==> src/sv/ese_pkg.sv <==
// Package for the encoder speed estimator: widths, register indexes,
// controller states and the command bundle from controller to datapath.
// No dependencies.
package ese_pkg;

  // Width of the free-running time base; elapsed time wraps modulo 2^TIME_BITS.
  localparam int TIME_BITS   = 32;

  localparam int CNT_W       = 8;
  localparam int TS_W        = 32;
  localparam int DELTA_W     = 9;
  localparam int SPEED_W     = 32;
  localparam int GAIN_W      = 32;
  localparam int SPAN_W      = 9;
  localparam int THR_W       = 8;
  localparam int PROD_W      = GAIN_W + DELTA_W;
  localparam int STEP_W      = $clog2(PROD_W);
  localparam int CFG_ADDR_W  = 2;
  localparam int CFG_DATA_W  = 32;
  localparam int IN_TDATA_W  = 40;
  localparam int OUT_TDATA_W = 48;

  // Wide enough for raw change plus or minus the largest span.
  localparam int WORK_W      = 11;

  localparam logic [THR_W-1:0]  THR_RESET  = 8'd64;
  localparam logic [SPAN_W-1:0] SPAN_RESET = 9'd256;
  localparam logic [GAIN_W-1:0] GAIN_RESET = 32'd65536;

  typedef enum logic [CFG_ADDR_W-1:0] {
    CFG_WRAP_THRESHOLD = 2'd0,
    CFG_COUNTER_SPAN   = 2'd1,
    CFG_SPEED_GAIN     = 2'd2
  } cfg_index_t;

  typedef enum logic [2:0] {
    ST_IDLE,
    ST_UNWRAP,
    ST_MUL,
    ST_DIV,
    ST_DONE
  } ese_state_t;

  typedef struct packed {
    logic load;      // capture sample, update previous reading and time
    logic unwrap;    // register corrected change and its magnitude
    logic mul;       // register gain times magnitude, clear remainder
    logic div_step;  // one restoring divide step
    logic out_load;  // move the finished result into the output register
  } ese_cmd_t;

endpackage

==> src/sv/ese_ctrl.sv <==
// Controller state machine of the encoder speed estimator.
// Sequences load, unwrap, multiply, divide and output; owns both handshakes.
// Depends on ese_pkg.
module ese_ctrl import ese_pkg::*; (
  input  logic     clk,
  input  logic     rst,
  input  logic     s_tvalid,
  output logic     s_tready,
  output logic     m_tvalid,
  input  logic     m_tready,
  output ese_cmd_t cmd
);

  ese_state_t        state, state_next;
  logic [STEP_W-1:0] step, step_next;
  logic              out_valid, out_valid_next;

  always_ff @(posedge clk) begin
    if (rst) begin
      state     <= ST_IDLE;
      step      <= '0;
      out_valid <= 1'b0;
    end else begin
      state     <= state_next;
      step      <= step_next;
      out_valid <= out_valid_next;
    end
  end

  always_comb begin
    state_next = state;
    step_next  = step;
    cmd        = '0;
    s_tready   = 1'b0;
    case (state)
      ST_IDLE: begin
        s_tready = 1'b1;
        if (s_tvalid) begin
          cmd.load   = 1'b1;
          state_next = ST_UNWRAP;
        end
      end
      ST_UNWRAP: begin
        cmd.unwrap = 1'b1;
        state_next = ST_MUL;
      end
      ST_MUL: begin
        cmd.mul    = 1'b1;
        step_next  = '0;
        state_next = ST_DIV;
      end
      ST_DIV: begin
        cmd.div_step = 1'b1;
        step_next    = step + 1'b1;
        if (step == STEP_W'(PROD_W - 1)) begin
          state_next = ST_DONE;
        end
      end
      ST_DONE: begin
        if (!out_valid || m_tready) begin
          cmd.out_load = 1'b1;
          state_next   = ST_IDLE;
        end
      end
      default: begin
        state_next = ST_IDLE;
      end
    endcase
  end

  always_comb begin
    out_valid_next = out_valid;
    if (cmd.out_load) begin
      out_valid_next = 1'b1;
    end else if (m_tready) begin
      out_valid_next = 1'b0;
    end
  end

  assign m_tvalid = out_valid;

endmodule

==> src/sv/ese_datapath.sv <==
// Datapath of the encoder speed estimator: configuration registers, sample
// state, unwrap, gain multiply, restoring divider and output register.
// Depends on ese_pkg; driven by ese_ctrl commands.
module ese_datapath import ese_pkg::*; (
  input  logic                  clk,
  input  logic                  rst,
  input  ese_cmd_t              cmd,
  input  logic                  cfg_we,
  input  logic [CFG_ADDR_W-1:0] cfg_addr,
  input  logic [CFG_DATA_W-1:0] cfg_data,
  input  logic [IN_TDATA_W-1:0] s_tdata,
  output logic [OUT_TDATA_W-1:0] m_tdata,
  output logic                  m_tuser
);

  logic [THR_W-1:0]      wrap_threshold;
  logic [SPAN_W-1:0]     counter_span;
  logic [GAIN_W-1:0]     speed_gain;

  logic [CNT_W-1:0]      last_reading;
  logic [TIME_BITS-1:0]  last_time;

  logic signed [WORK_W-1:0] raw_delta;
  logic [TIME_BITS-1:0]  elapsed;
  logic                  delta_neg;
  logic signed [DELTA_W-1:0] delta;
  logic [DELTA_W-1:0]    mag;

  logic [TIME_BITS-1:0]  rem;
  logic [PROD_W-1:0]     quo;

  logic [DELTA_W-1:0]    out_delta;
  logic [SPEED_W-1:0]    out_speed;
  logic                  out_tv;

  // Input fields.
  logic signed [CNT_W-1:0] counter_value;
  logic [TS_W-1:0]         timestamp_ms;
  logic [TIME_BITS-1:0]    now;

  assign counter_value = $signed(s_tdata[CNT_W-1:0]);
  assign timestamp_ms  = s_tdata[CNT_W +: TS_W];
  assign now           = TIME_BITS'(timestamp_ms);

  // Configuration and sample state.
  always_ff @(posedge clk) begin
    if (rst) begin
      wrap_threshold <= THR_RESET;
      counter_span   <= SPAN_RESET;
      speed_gain     <= GAIN_RESET;
      last_reading   <= '0;
      last_time      <= '0;
    end else begin
      if (cfg_we) begin
        case (cfg_addr)
          CFG_WRAP_THRESHOLD: wrap_threshold <= cfg_data[THR_W-1:0];
          CFG_COUNTER_SPAN:   counter_span   <= cfg_data[SPAN_W-1:0];
          CFG_SPEED_GAIN:     speed_gain     <= cfg_data[GAIN_W-1:0];
          default:            ;
        endcase
      end
      if (cmd.load) begin
        last_reading <= counter_value;
        last_time    <= now;
      end
    end
  end

  always_ff @(posedge clk) begin
    if (cmd.load) begin
      raw_delta <= WORK_W'(counter_value) - WORK_W'($signed(last_reading));
      elapsed   <= now - last_time;
    end
  end

  // Unwrap: pick the smaller of change plus span and change minus span when the
  // plain change is too large, ties going to plus; then clamp to nine bits.
  logic signed [WORK_W-1:0] span_s, d_plus, d_minus, chosen;
  logic [WORK_W-1:0]        abs_raw, abs_plus, abs_minus;
  logic signed [DELTA_W-1:0] delta_sat;
  logic signed [DELTA_W:0]   delta_neg_w;

  assign span_s    = $signed(WORK_W'(counter_span));
  assign d_plus    = raw_delta + span_s;
  assign d_minus   = raw_delta - span_s;
  assign abs_raw   = raw_delta[WORK_W-1] ? WORK_W'(-raw_delta) : WORK_W'(raw_delta);
  assign abs_plus  = d_plus[WORK_W-1]    ? WORK_W'(-d_plus)    : WORK_W'(d_plus);
  assign abs_minus = d_minus[WORK_W-1]   ? WORK_W'(-d_minus)   : WORK_W'(d_minus);

  always_comb begin
    if (abs_raw > WORK_W'(wrap_threshold)) begin
      chosen = (abs_plus <= abs_minus) ? d_plus : d_minus;
    end else begin
      chosen = raw_delta;
    end
    if (chosen > WORK_W'(255)) begin
      delta_sat = DELTA_W'(255);
    end else if (chosen < -WORK_W'(256)) begin
      delta_sat = -DELTA_W'(256);
    end else begin
      delta_sat = chosen[DELTA_W-1:0];
    end
  end

  assign delta_neg_w = -(DELTA_W + 1)'(delta_sat);

  always_ff @(posedge clk) begin
    if (cmd.unwrap) begin
      delta     <= delta_sat;
      delta_neg <= delta_sat[DELTA_W-1];
      mag       <= delta_sat[DELTA_W-1] ? delta_neg_w[DELTA_W-1:0] : delta_sat;
    end
  end

  // Restoring divider: the product enters the quotient register and shifts out
  // from the top one bit per step while quotient bits shift in at the bottom.
  logic [TIME_BITS:0]   trial;
  logic [TIME_BITS:0]   trial_diff;
  logic                 q_bit;

  assign trial      = {rem, quo[PROD_W-1]};
  assign trial_diff = trial - {1'b0, elapsed};
  assign q_bit      = !trial_diff[TIME_BITS];

  always_ff @(posedge clk) begin
    if (cmd.mul) begin
      rem <= '0;
      quo <= PROD_W'(speed_gain) * PROD_W'(mag);
    end else if (cmd.div_step) begin
      rem <= q_bit ? trial_diff[TIME_BITS-1:0] : trial[TIME_BITS-1:0];
      quo <= {quo[PROD_W-2:0], q_bit};
    end
  end

  // Sign and saturation of the finished quotient.
  logic [SPEED_W-1:0] speed_sat;
  logic               time_ok;

  assign time_ok = (elapsed != '0);

  always_comb begin
    if (!time_ok) begin
      speed_sat = '0;
    end else if (delta_neg) begin
      if (quo[PROD_W-1:SPEED_W-1] != '0) begin
        speed_sat = {1'b1, {(SPEED_W-1){1'b0}}};
      end else begin
        speed_sat = -quo[SPEED_W-1:0];
      end
    end else begin
      if (quo[PROD_W-1:SPEED_W-1] != '0) begin
        speed_sat = {1'b0, {(SPEED_W-1){1'b1}}};
      end else begin
        speed_sat = quo[SPEED_W-1:0];
      end
    end
  end

  always_ff @(posedge clk) begin
    if (cmd.out_load) begin
      out_delta <= delta;
      out_speed <= speed_sat;
      out_tv    <= time_ok;
    end
  end

  assign m_tdata = {(OUT_TDATA_W - SPEED_W - DELTA_W)'(0), out_speed, out_delta};
  assign m_tuser = out_tv;

endmodule

==> src/sv/encoder_speed_estimator.sv <==
// Top level of the encoder speed estimator.
// Instantiates ese_ctrl and ese_datapath; depends on ese_pkg.
//
//   Channel   Direction  Handshake              Contents
//   s_*       in         s_tvalid / s_tready    one counter sample
//   m_*       out        m_tvalid / m_tready    one position change and speed
//   cfg_*     in         cfg_we (no wait)       register write by index
//
// The sample and the previous reading and time are captured at the transfer
// edge. The result then passes through the unwrap, the gain multiply, the
// bit-serial restoring divide of the 41-bit product by the elapsed time, and
// the load of the output register. A new sample is accepted only in the idle
// state, after the result of the last one has been loaded, so samples never
// overlap.
// Reset (rst, synchronous, active high) restores the register defaults and
// clears the previous reading and time. A stalled result waits in the output
// register; the next sample is taken as soon as that result has a place.
//
// Each sample is one signed 8-bit reading of the hardware position counter and
// a millisecond timestamp. The change from the previous reading is unwrapped:
// if its magnitude exceeds wrap_threshold, counter_span is added or subtracted,
// whichever leaves the smaller magnitude, and the result is clamped to nine
// signed bits. Speed is speed_gain (unsigned Q16.16) times the change, divided
// by the elapsed time, truncated toward zero and saturated to signed 32 bits.
// A zero elapsed time gives zero speed and clears the time flag in m_tuser.
module encoder_speed_estimator import ese_pkg::*; (
  input  logic                   clk,
  input  logic                   rst,
  // Configuration: 0 wrap_threshold, 1 counter_span, 2 speed_gain.
  input  logic                   cfg_we,
  input  logic [CFG_ADDR_W-1:0]  cfg_addr,
  input  logic [CFG_DATA_W-1:0]  cfg_data,
  // Input samples.
  input  logic                   s_tvalid,
  output logic                   s_tready,
  input  logic [IN_TDATA_W-1:0]  s_tdata,   // [7:0] counter_value, [39:8] timestamp_ms
  // Results.
  output logic                   m_tvalid,
  input  logic                   m_tready,
  output logic [OUT_TDATA_W-1:0] m_tdata,   // [8:0] position_delta, [40:9] speed_value
  output logic                   m_tuser    // [0] time_valid
);

  ese_cmd_t cmd;

  // The controller steps through the stages of one sample and owns both
  // handshakes; the datapath only acts on its commands.
  ese_ctrl u_ctrl (
    .clk      (clk),
    .rst      (rst),
    .s_tvalid (s_tvalid),
    .s_tready (s_tready),
    .m_tvalid (m_tvalid),
    .m_tready (m_tready),
    .cmd      (cmd)
  );

  ese_datapath u_datapath (
    .clk      (clk),
    .rst      (rst),
    .cmd      (cmd),
    .cfg_we   (cfg_we),
    .cfg_addr (cfg_addr),
    .cfg_data (cfg_data),
    .s_tdata  (s_tdata),
    .m_tdata  (m_tdata),
    .m_tuser  (m_tuser)
  );

endmodule

==> config.mk <==
export PLATFORM = sky130hd
export DESIGN_NAME = encoder_speed_estimator
export DESIGN_NICKNAME = d
export VERILOG_FILES = /design/src/sv/ese_pkg.sv /design/src/sv/ese_ctrl.sv /design/src/sv/ese_datapath.sv /design/src/sv/encoder_speed_estimator.sv
export SDC_FILE = /design/constraint.sdc
export NUM_CORES = 1
export LEC_CHECK = 0
export ABC_AREA = 0
export BUFFER_PORTS_ARGS = -buffer_cell sky130_fd_sc_hd__buf_2
export CAP_MARGIN = 20
export CORE_MARGIN = 5
export CORE_UTILIZATION = 45
export CTS_CLUSTER_DIAMETER = 80
export DETAILED_ROUTE_END_ITERATION = 7
export PLACE_DENSITY = 0.72
export SYNTH_ARGS = -nofsm -noshare
export SYNTH_HDL_FRONTEND = slang
export SYNTH_SLANG_ARGS = --single-unit
export TNS_END_PERCENT = 5
==> constraint.sdc <==
create_clock -name clk -period 7.4 [get_ports clk]
set_input_delay 1.48 -clock clk [delete_from_list [all_inputs] [get_ports clk]]
set_output_delay 1.48 -clock clk [all_outputs]
set_load 0.01 [all_outputs]
==> flow_summary.toml, run 1 <==
[run_status]
status = "finished clean"

[synth]
ys_types = 75
postSynthCellCount = 2902
avgSynthCellArea_um2 = 8.65
synth_edf_count = 141
ys.flop_type = "edfxtp_1"
ys_seq_elements = 272
ys_warn_count = 0
syn_area_um2 = 25100
async_flop_share_pct = 0
ys_seq_area_share_pct = 27.3

[global_route]
grt_antenna_before_repair = 0
grt_use_total_pct = 19.6
grt_overflow = 0
grt_pass1_wl_um = 98400
grt_pass1_vias = 19284
grt_max_degree = 81

[timing]
period_needed_ns = 6.43
finClkSkew_ns = 0.0379
tns_ns = 0
timing.final.crit_share_pct = 86.8
worstMarginPinSlew_ns = 1.01
fin_worst_hold_slack_ns = 0.417
rsz0062_at_grt = "no"
fmax_mhz = 156
hold_violations = 0
finalSetupViolations = 0
relSlewSlack_pct = 32.8
drv_slew = 0

[min_path]
hold_class = "register to register"

[detailed_routing]
vias_per_cell = 5.38
drc_errors = 0
firstDrtPassIters = 7
dr_total_vias = 20035
routed_wl_um = 59700
route.detailed.wl_per_inst_um = 16.0
drt-initial-drc-count = 1323
antenna_violating_nets_post_route = 0

[die]
start_util_pct = 45.5
coreArea_um2 = 55200
die_x_um = 246
dieArea_um2 = 60600
rows = 86
io_pins = 130
die_h_um = 246

[place]
io_buffers = 122
gp_congestion = 0.883
place_area_um2 = 26300
dp_hpwl_um = 45200

[clock_tree]
numCtsBuffers = 35
root_buffer = "clkbuf_16"
ctsHtreeMaxLevel = 2
cts-resized-gates = 0
path_clk_slew_ns = 0.06
cts_setup_buffers = 0
ctsLongestPathBuffers = 3
cts_hold_buf = 0
clk_latency_ns = 0.57
clock_sinks = 272
cts_tree = "yes"

[layout]
finalInstanceArea_um2 = 27500
final_layout_size_suffix_gt1_share_pct = 8.17
diodes = 0
final_nets = 3420
synthToLayoutAreaGrowth_pct = 9.65
fillers = 5201

[pwr]
finalPower_w = 0.00579
powerDensity_nw_per_um2 = 210
max-vdd-ir-drop_v = 0.000139
p_leak_nw = 12.2

[worst_setup_path]
worstSetupPathType = "register to register"
crit_path_end_kind = "register"
path_max_fanout = 18
start_kind = "register"
critPathRequiredTime_ns = 7.77
crit_arrival_ns = 6.80

[run]
cap_violations = 0
==> kinds of logic (layout without fill, tap and decap cells) <==
group / count (synthesis) / after routing / share of synthesized area (%)
AOI/OAI and AO/OA: 585 / 585 / 14.6
other: 1 / 7 / 0.0149
muxes: 29 / 29 / 1.17
buffers and inverters: 447 / 512 / 6.80
xor gates and xnor gates: 142 / 142 / 4.96
DFF: 272 / 272 / 27.3
and+or+nand+nor: 1033 / 1033 / 19.1
adders and majority gates: 393 / 393 / 26.1
==> layout by cell type (no fill, tap or decap), types with 12 or more instances in the layout <==
cell	netlist	layout
mux2i_1	26	26
nand4_1	21	21
o311ai_0	17	17
o21bai_1	16	16
buf_2	2	121
o21a_1	17	17
nand2_1	478	478
a21oi_1	202	202
nor2_1	178	176
o21ai_0	140	140
nand3_1	50	50
nand2b_1	29	28
nor2b_1	27	27
inv_1	292	291
a31oi_1	13	13
a211oi_1	24	24
dfxtp_1	131	131
xor2_1	47	47
and2_1	110	110
ha_1	177	177
buf_4	7	33
o22a_1	12	12
fa_1	216	216
a21o_1	48	48
xnor2_1	95	94
nor4_1	18	18
edfxtp_1	141	141
o31ai_1	16	16
and3_1	18	18
nor3_1	36	36
or3_1	22	22
clkbuf_16	0	35
nand3b_1	12	12
==> path summary, 6_finish.rpt <==
kind,slack [ns],end,from,cells past startpoint
max,0.97,u_datapath.quo[33]$_DFFE_PP_,u_datapath.mag[5]$_DFFE_PP_,17
min,0.42,u_datapath.out_delta[5]$_DFFE_PP_,u_datapath.delta[5]$_DFFE_PP_,0
max reg2reg,0.97,u_datapath.quo[33]$_DFFE_PP_,u_datapath.mag[5]$_DFFE_PP_,17
min reg2reg,0.42,u_datapath.out_delta[5]$_DFFE_PP_,u_datapath.delta[5]$_DFFE_PP_,0
==> state kept, by name, summed over array words and instances (netlist names), 3 cells and up <==
signal / count
u_datapath.quo: 41
u_datapath.elapsed: 32
u_datapath.last_time: 32
u_datapath.out_speed: 32
u_datapath.rem: 32
u_datapath.speed_gain: 32
u_datapath.counter_span: 9
u_datapath.mag: 9
u_datapath.out_delta: 9
u_datapath.raw_delta: 9
u_datapath.delta: 8
u_datapath.last_reading: 8
u_datapath.wrap_threshold: 8
u_ctrl.step: 6
u_ctrl.state: 3
==> final cells by class <==
class | instances | area (um2) | share of cell area (%)
multi-input cells | 2189 | 16600 | 60.2
clock inverters | 22 | 275 | 1.00
well taps | 748 | 936 | 3.40
inverters | 295 | 1110 | 4.02
repair buffers | 155 | 868 | 3.16
flip-flops and latches | 272 | 6860 | 24.9
clock buffers | 40 | 895 | 3.25
==> per-layer routing <==
metal  vias to the layer above  share of wire (%)  global-route usage, %
li1                       9823                  -                      -
met1                      9557                 47                   27.9
met2                       557                 44                   30.5
met3                        98                6.8                   3.96
met4                         0                2.5                   5.43
met5                         -                  0                      0
==> cell usage after synthesis (all sizes together), types with 21 or more instances <==
cell type    n  area, um2
nand4       21        131
inv        292       1100
mux2i       26        260
nor3        36        180
a21o        48        360
dfxtp      131       2620
and2       110        688
nand3       50        250
o21ai      144        736
fa         216       4320
nand2b      29        181
nor2       178        668
a21oi      202       1010
or3         25        171
clkbuf     140        526
nor2b       27        169
xnor2       95        832
edfxtp     141       4230
ha         177       2210
nand2      478       1790
xor2        47        412
a211oi      24        180
==> critical path, stage by stage (launching register included) <==
cell and delay (ns):
edfxtp_1 0.68, buf_4 0.32, and2_1 0.19, fa_1 0.55
fa_1 0.44, fa_1 0.53, fa_1 0.50, ha_1 0.38
a21o_1 0.18, a21o_1 0.17, a211oi_1 0.34, a21oi_1 0.19
o221a_2 0.34, a41o_1 0.27, o41a_1 0.31, a2111oi_0 0.56
nor2_1 0.10, a211oi_1 0.18
==> report_power, final <==
part | internal (W) | switching, W | total (W)
sequential | 0.00177 | 0.000168 | 0.00194
clock | 0.00103 | 0.000701 | 0.00173
combinational | 0.000835 | 0.00129 | 0.00212
==> through the flow <==
step	worst slack, ns	util (%)	std cells
after global placement	1.14	47.7	3658
after global routing	0.577	49.8	3721
after CTS	0.980	49.8	3720
after detailed placement	1.01	47.7	3658
after floorplan	1.57	-	2908
final	0.974	49.8	3721
Power figures use the tool's default switching activity.
==> run 2: changes to the inputs <==
PLACE_DENSITY = unset   (was 0.72)
==> flow_summary.toml, run 2 (same netlist as run 1, synthesis figures left out) <==
[worst_setup_path]
r2r_cells = 26
crit_path_end_kind = "register"
path_delay_family = "simple AND/OR/NAND/NOR gates"
worstSetupPathType = "register to register"
cpPeakStageDelay_ns = 0.58
critPathBufInv = 2
critPathRequiredTime_ns = 7.70
start_kind = "register"
reg2reg_to = "u_datapath.mag[6]$_DFFE_PP_"
worst-r2r-setup-slack_ns = 0.80
path_max_fanout = 19
r2r_start = "u_datapath.raw_delta[0]$_DFFE_PP_"
crit_slowest_cell = "and3_1"
worst_path_most_repeated_cell = "ha_1"
crit_arrival_ns = 6.90

[timing]
finClkSkew_ns = 0.0245
timing.final.crit_share_pct = 89.2
drv_slew = 0
relSlewSlack_pct = 28.4
fmax_mhz = 151
period_needed_ns = 6.60
tns_ns = 0
worstMarginPinSlew_ns = 1.07
rsz0062_at_grt = "no"
finalSetupViolations = 0
hold_violations = 0

[pwr]
max-vdd-ir-drop_v = 0.000208
powerDensity_nw_per_um2 = 214
p_leak_nw = 12.2

[layout]
final_cell_mix = "nand2_1 (478), inv_1 (291), fa_1 (216), a21oi_1 (202), ha_1 (177)"
mostFrequentLayoutCell = "nand2_1"
multiInputGateArea_um2 = 16600
synthToLayoutAreaGrowth_pct = 9.97
regArea_um2 = 6860
final_layout_size_suffix_gt1_share_pct = 8.11
fillers = 5190
final_nets = 3417
finalNonFillerCells = 3719
diodes = 0
largest_reg_flops = 41
largest_register = "u_datapath.quo"

[die]
start_util_pct = 45.5
die_h_um = 246
dieArea_um2 = 60600
die_x_um = 246
io_pins = 130
rows = 86
coreArea_um2 = 55200

[min_path]
hold_class = "register to register"
hold_end = "u_datapath.out_delta[7]$_DFFE_PP_"
hold_depth = 0
hold_start = "u_datapath.delta[7]$_DFFE_PP_"

[place]
gp_congestion = 0.872
placed_cells = 3654
io_buffers = 122
dp_hpwl_um = 46000

[detailed_routing]
dr_total_vias = 19964
wl_met1_um = 26900
wl_met3_um = 3260
top_layer_used = "met4"
drc_errors = 0
dr_wl_met2_um = 28700
antenna_violating_nets_post_route = 0
routed_wl_um = 60300
drt-initial-drc-count = 1022
route.detailed.wl_per_inst_um = 16.2
vias_per_cell = 5.37
firstDrtPassIters = 5

[clock_tree]
root_buffer = "clkbuf_16"
cts-resized-gates = 0
path_clk_slew_ns = 0.06
ctsHtreeMaxLevel = 2
numCtsBuffers = 36
ctsLongestPathBuffers = 3
cts_setup_buffers = 0
cts_tree = "yes"
clk_latency_ns = 0.56
clock_sinks = 272
cts_hold_buf = 0

[run_status]
status = "finished clean"

[global_route]
grt_use_total_pct = 19.9
grt_pass1_wl_um = 100000
grt_max_degree = 100
grt_antenna_before_repair = 0
grt_overflow = 0
grt_pass1_vias = 19960

[run]
cap_violations = 0
[run 2: through the flow]
stage | setup WS, ns | util [%] | power [W] | hold WS (ns) | area, um2
floorplan | 1.57 | - | 0.00351 | 0.400 | 25100
global placement | 1.27 | 47.6 | 0.00401 | 0.404 | 26300
detailed placement | 0.924 | 47.6 | 0.00406 | 0.406 | 26300
CTS | 0.873 | 49.9 | 0.00597 | 0.420 | 27600
global route | 0.206 | 50.0 | 0.00632 | 0.433 | 27600
finish | 0.797 | 50.0 | 0.00591 | 0.417 | 27600
[run 2: layout make-up]
class	count	area share, %
Tap cell	748	3.39
Clock inverter	22	1.02
Inverter	295	4.01
Sequential cell	272	24.8
Clock buffer	42	3.58
Timing Repair Buffer	151	3.08
Multi-Input combinational cell	2189	60.1
[run 2: worst register-to-register path: stages (launching register included)]
cell and delay, ns:
edfxtp_1 0.44, inv_1 0.17, ha_1 0.19, inv_1 0.05
fa_1 0.46, a211oi_1 0.27, o21bai_1 0.14, o31ai_1 0.28
nand2b_1 0.11, xnor2_1 0.43, nor3_1 0.15, a21oi_1 0.20
xnor2_1 0.08, ha_1 0.30, nand4_1 0.13, a211oi_1 0.34
a2111o_1 0.20, nand2_1 0.21, and2_1 0.26, nor3_1 0.27
and3_1 0.58, nor2_1 0.11, nor2_1 0.20, ha_1 0.28
o2111a_1 0.23, o211ai_1 0.08, and3_1 0.19
[run 2: worst max path at each step]
stage,cells after the start,startpoint,end,slack (ns)
final,26,u_datapath.raw_delta[0]$_DFFE_PP_,u_datapath.mag[6]$_DFFE_PP_,0.80
after global routing,26,u_datapath.raw_delta[0]$_DFFE_PP_,u_datapath.mag[6]$_DFFE_PP_,0.21
after CTS,26,u_datapath.raw_delta[0]$_DFFE_PP_,u_datapath.mag[6]$_DFFE_PP_,0.87
after detailed placement,26,u_datapath.raw_delta[0]$_DFFE_PP_,u_datapath.mag[6]$_DFFE_PP_,0.92
after global placement,18,u_datapath.mag[0]$_DFFE_PP_,u_datapath.quo[33]$_DFFE_PP_,1.27
after floorplan,24,u_datapath.raw_delta[4]$_DFFE_PP_,u_datapath.mag[6]$_DFFE_PP_,1.57
[run 2: metal layers]
metal	up-vias	global-route usage [%]
li1	9824	-
met1	9554	26.5
met2	508	33.7
met3	78	3.08
met4	0	5.68
met5	-	0
[run 2: report_power, final]
part           internal (W)  switching, W
combinational      0.000824       0.00134
sequential          0.00177      0.000115
clock               0.00114      0.000717
total               0.00374       0.00217
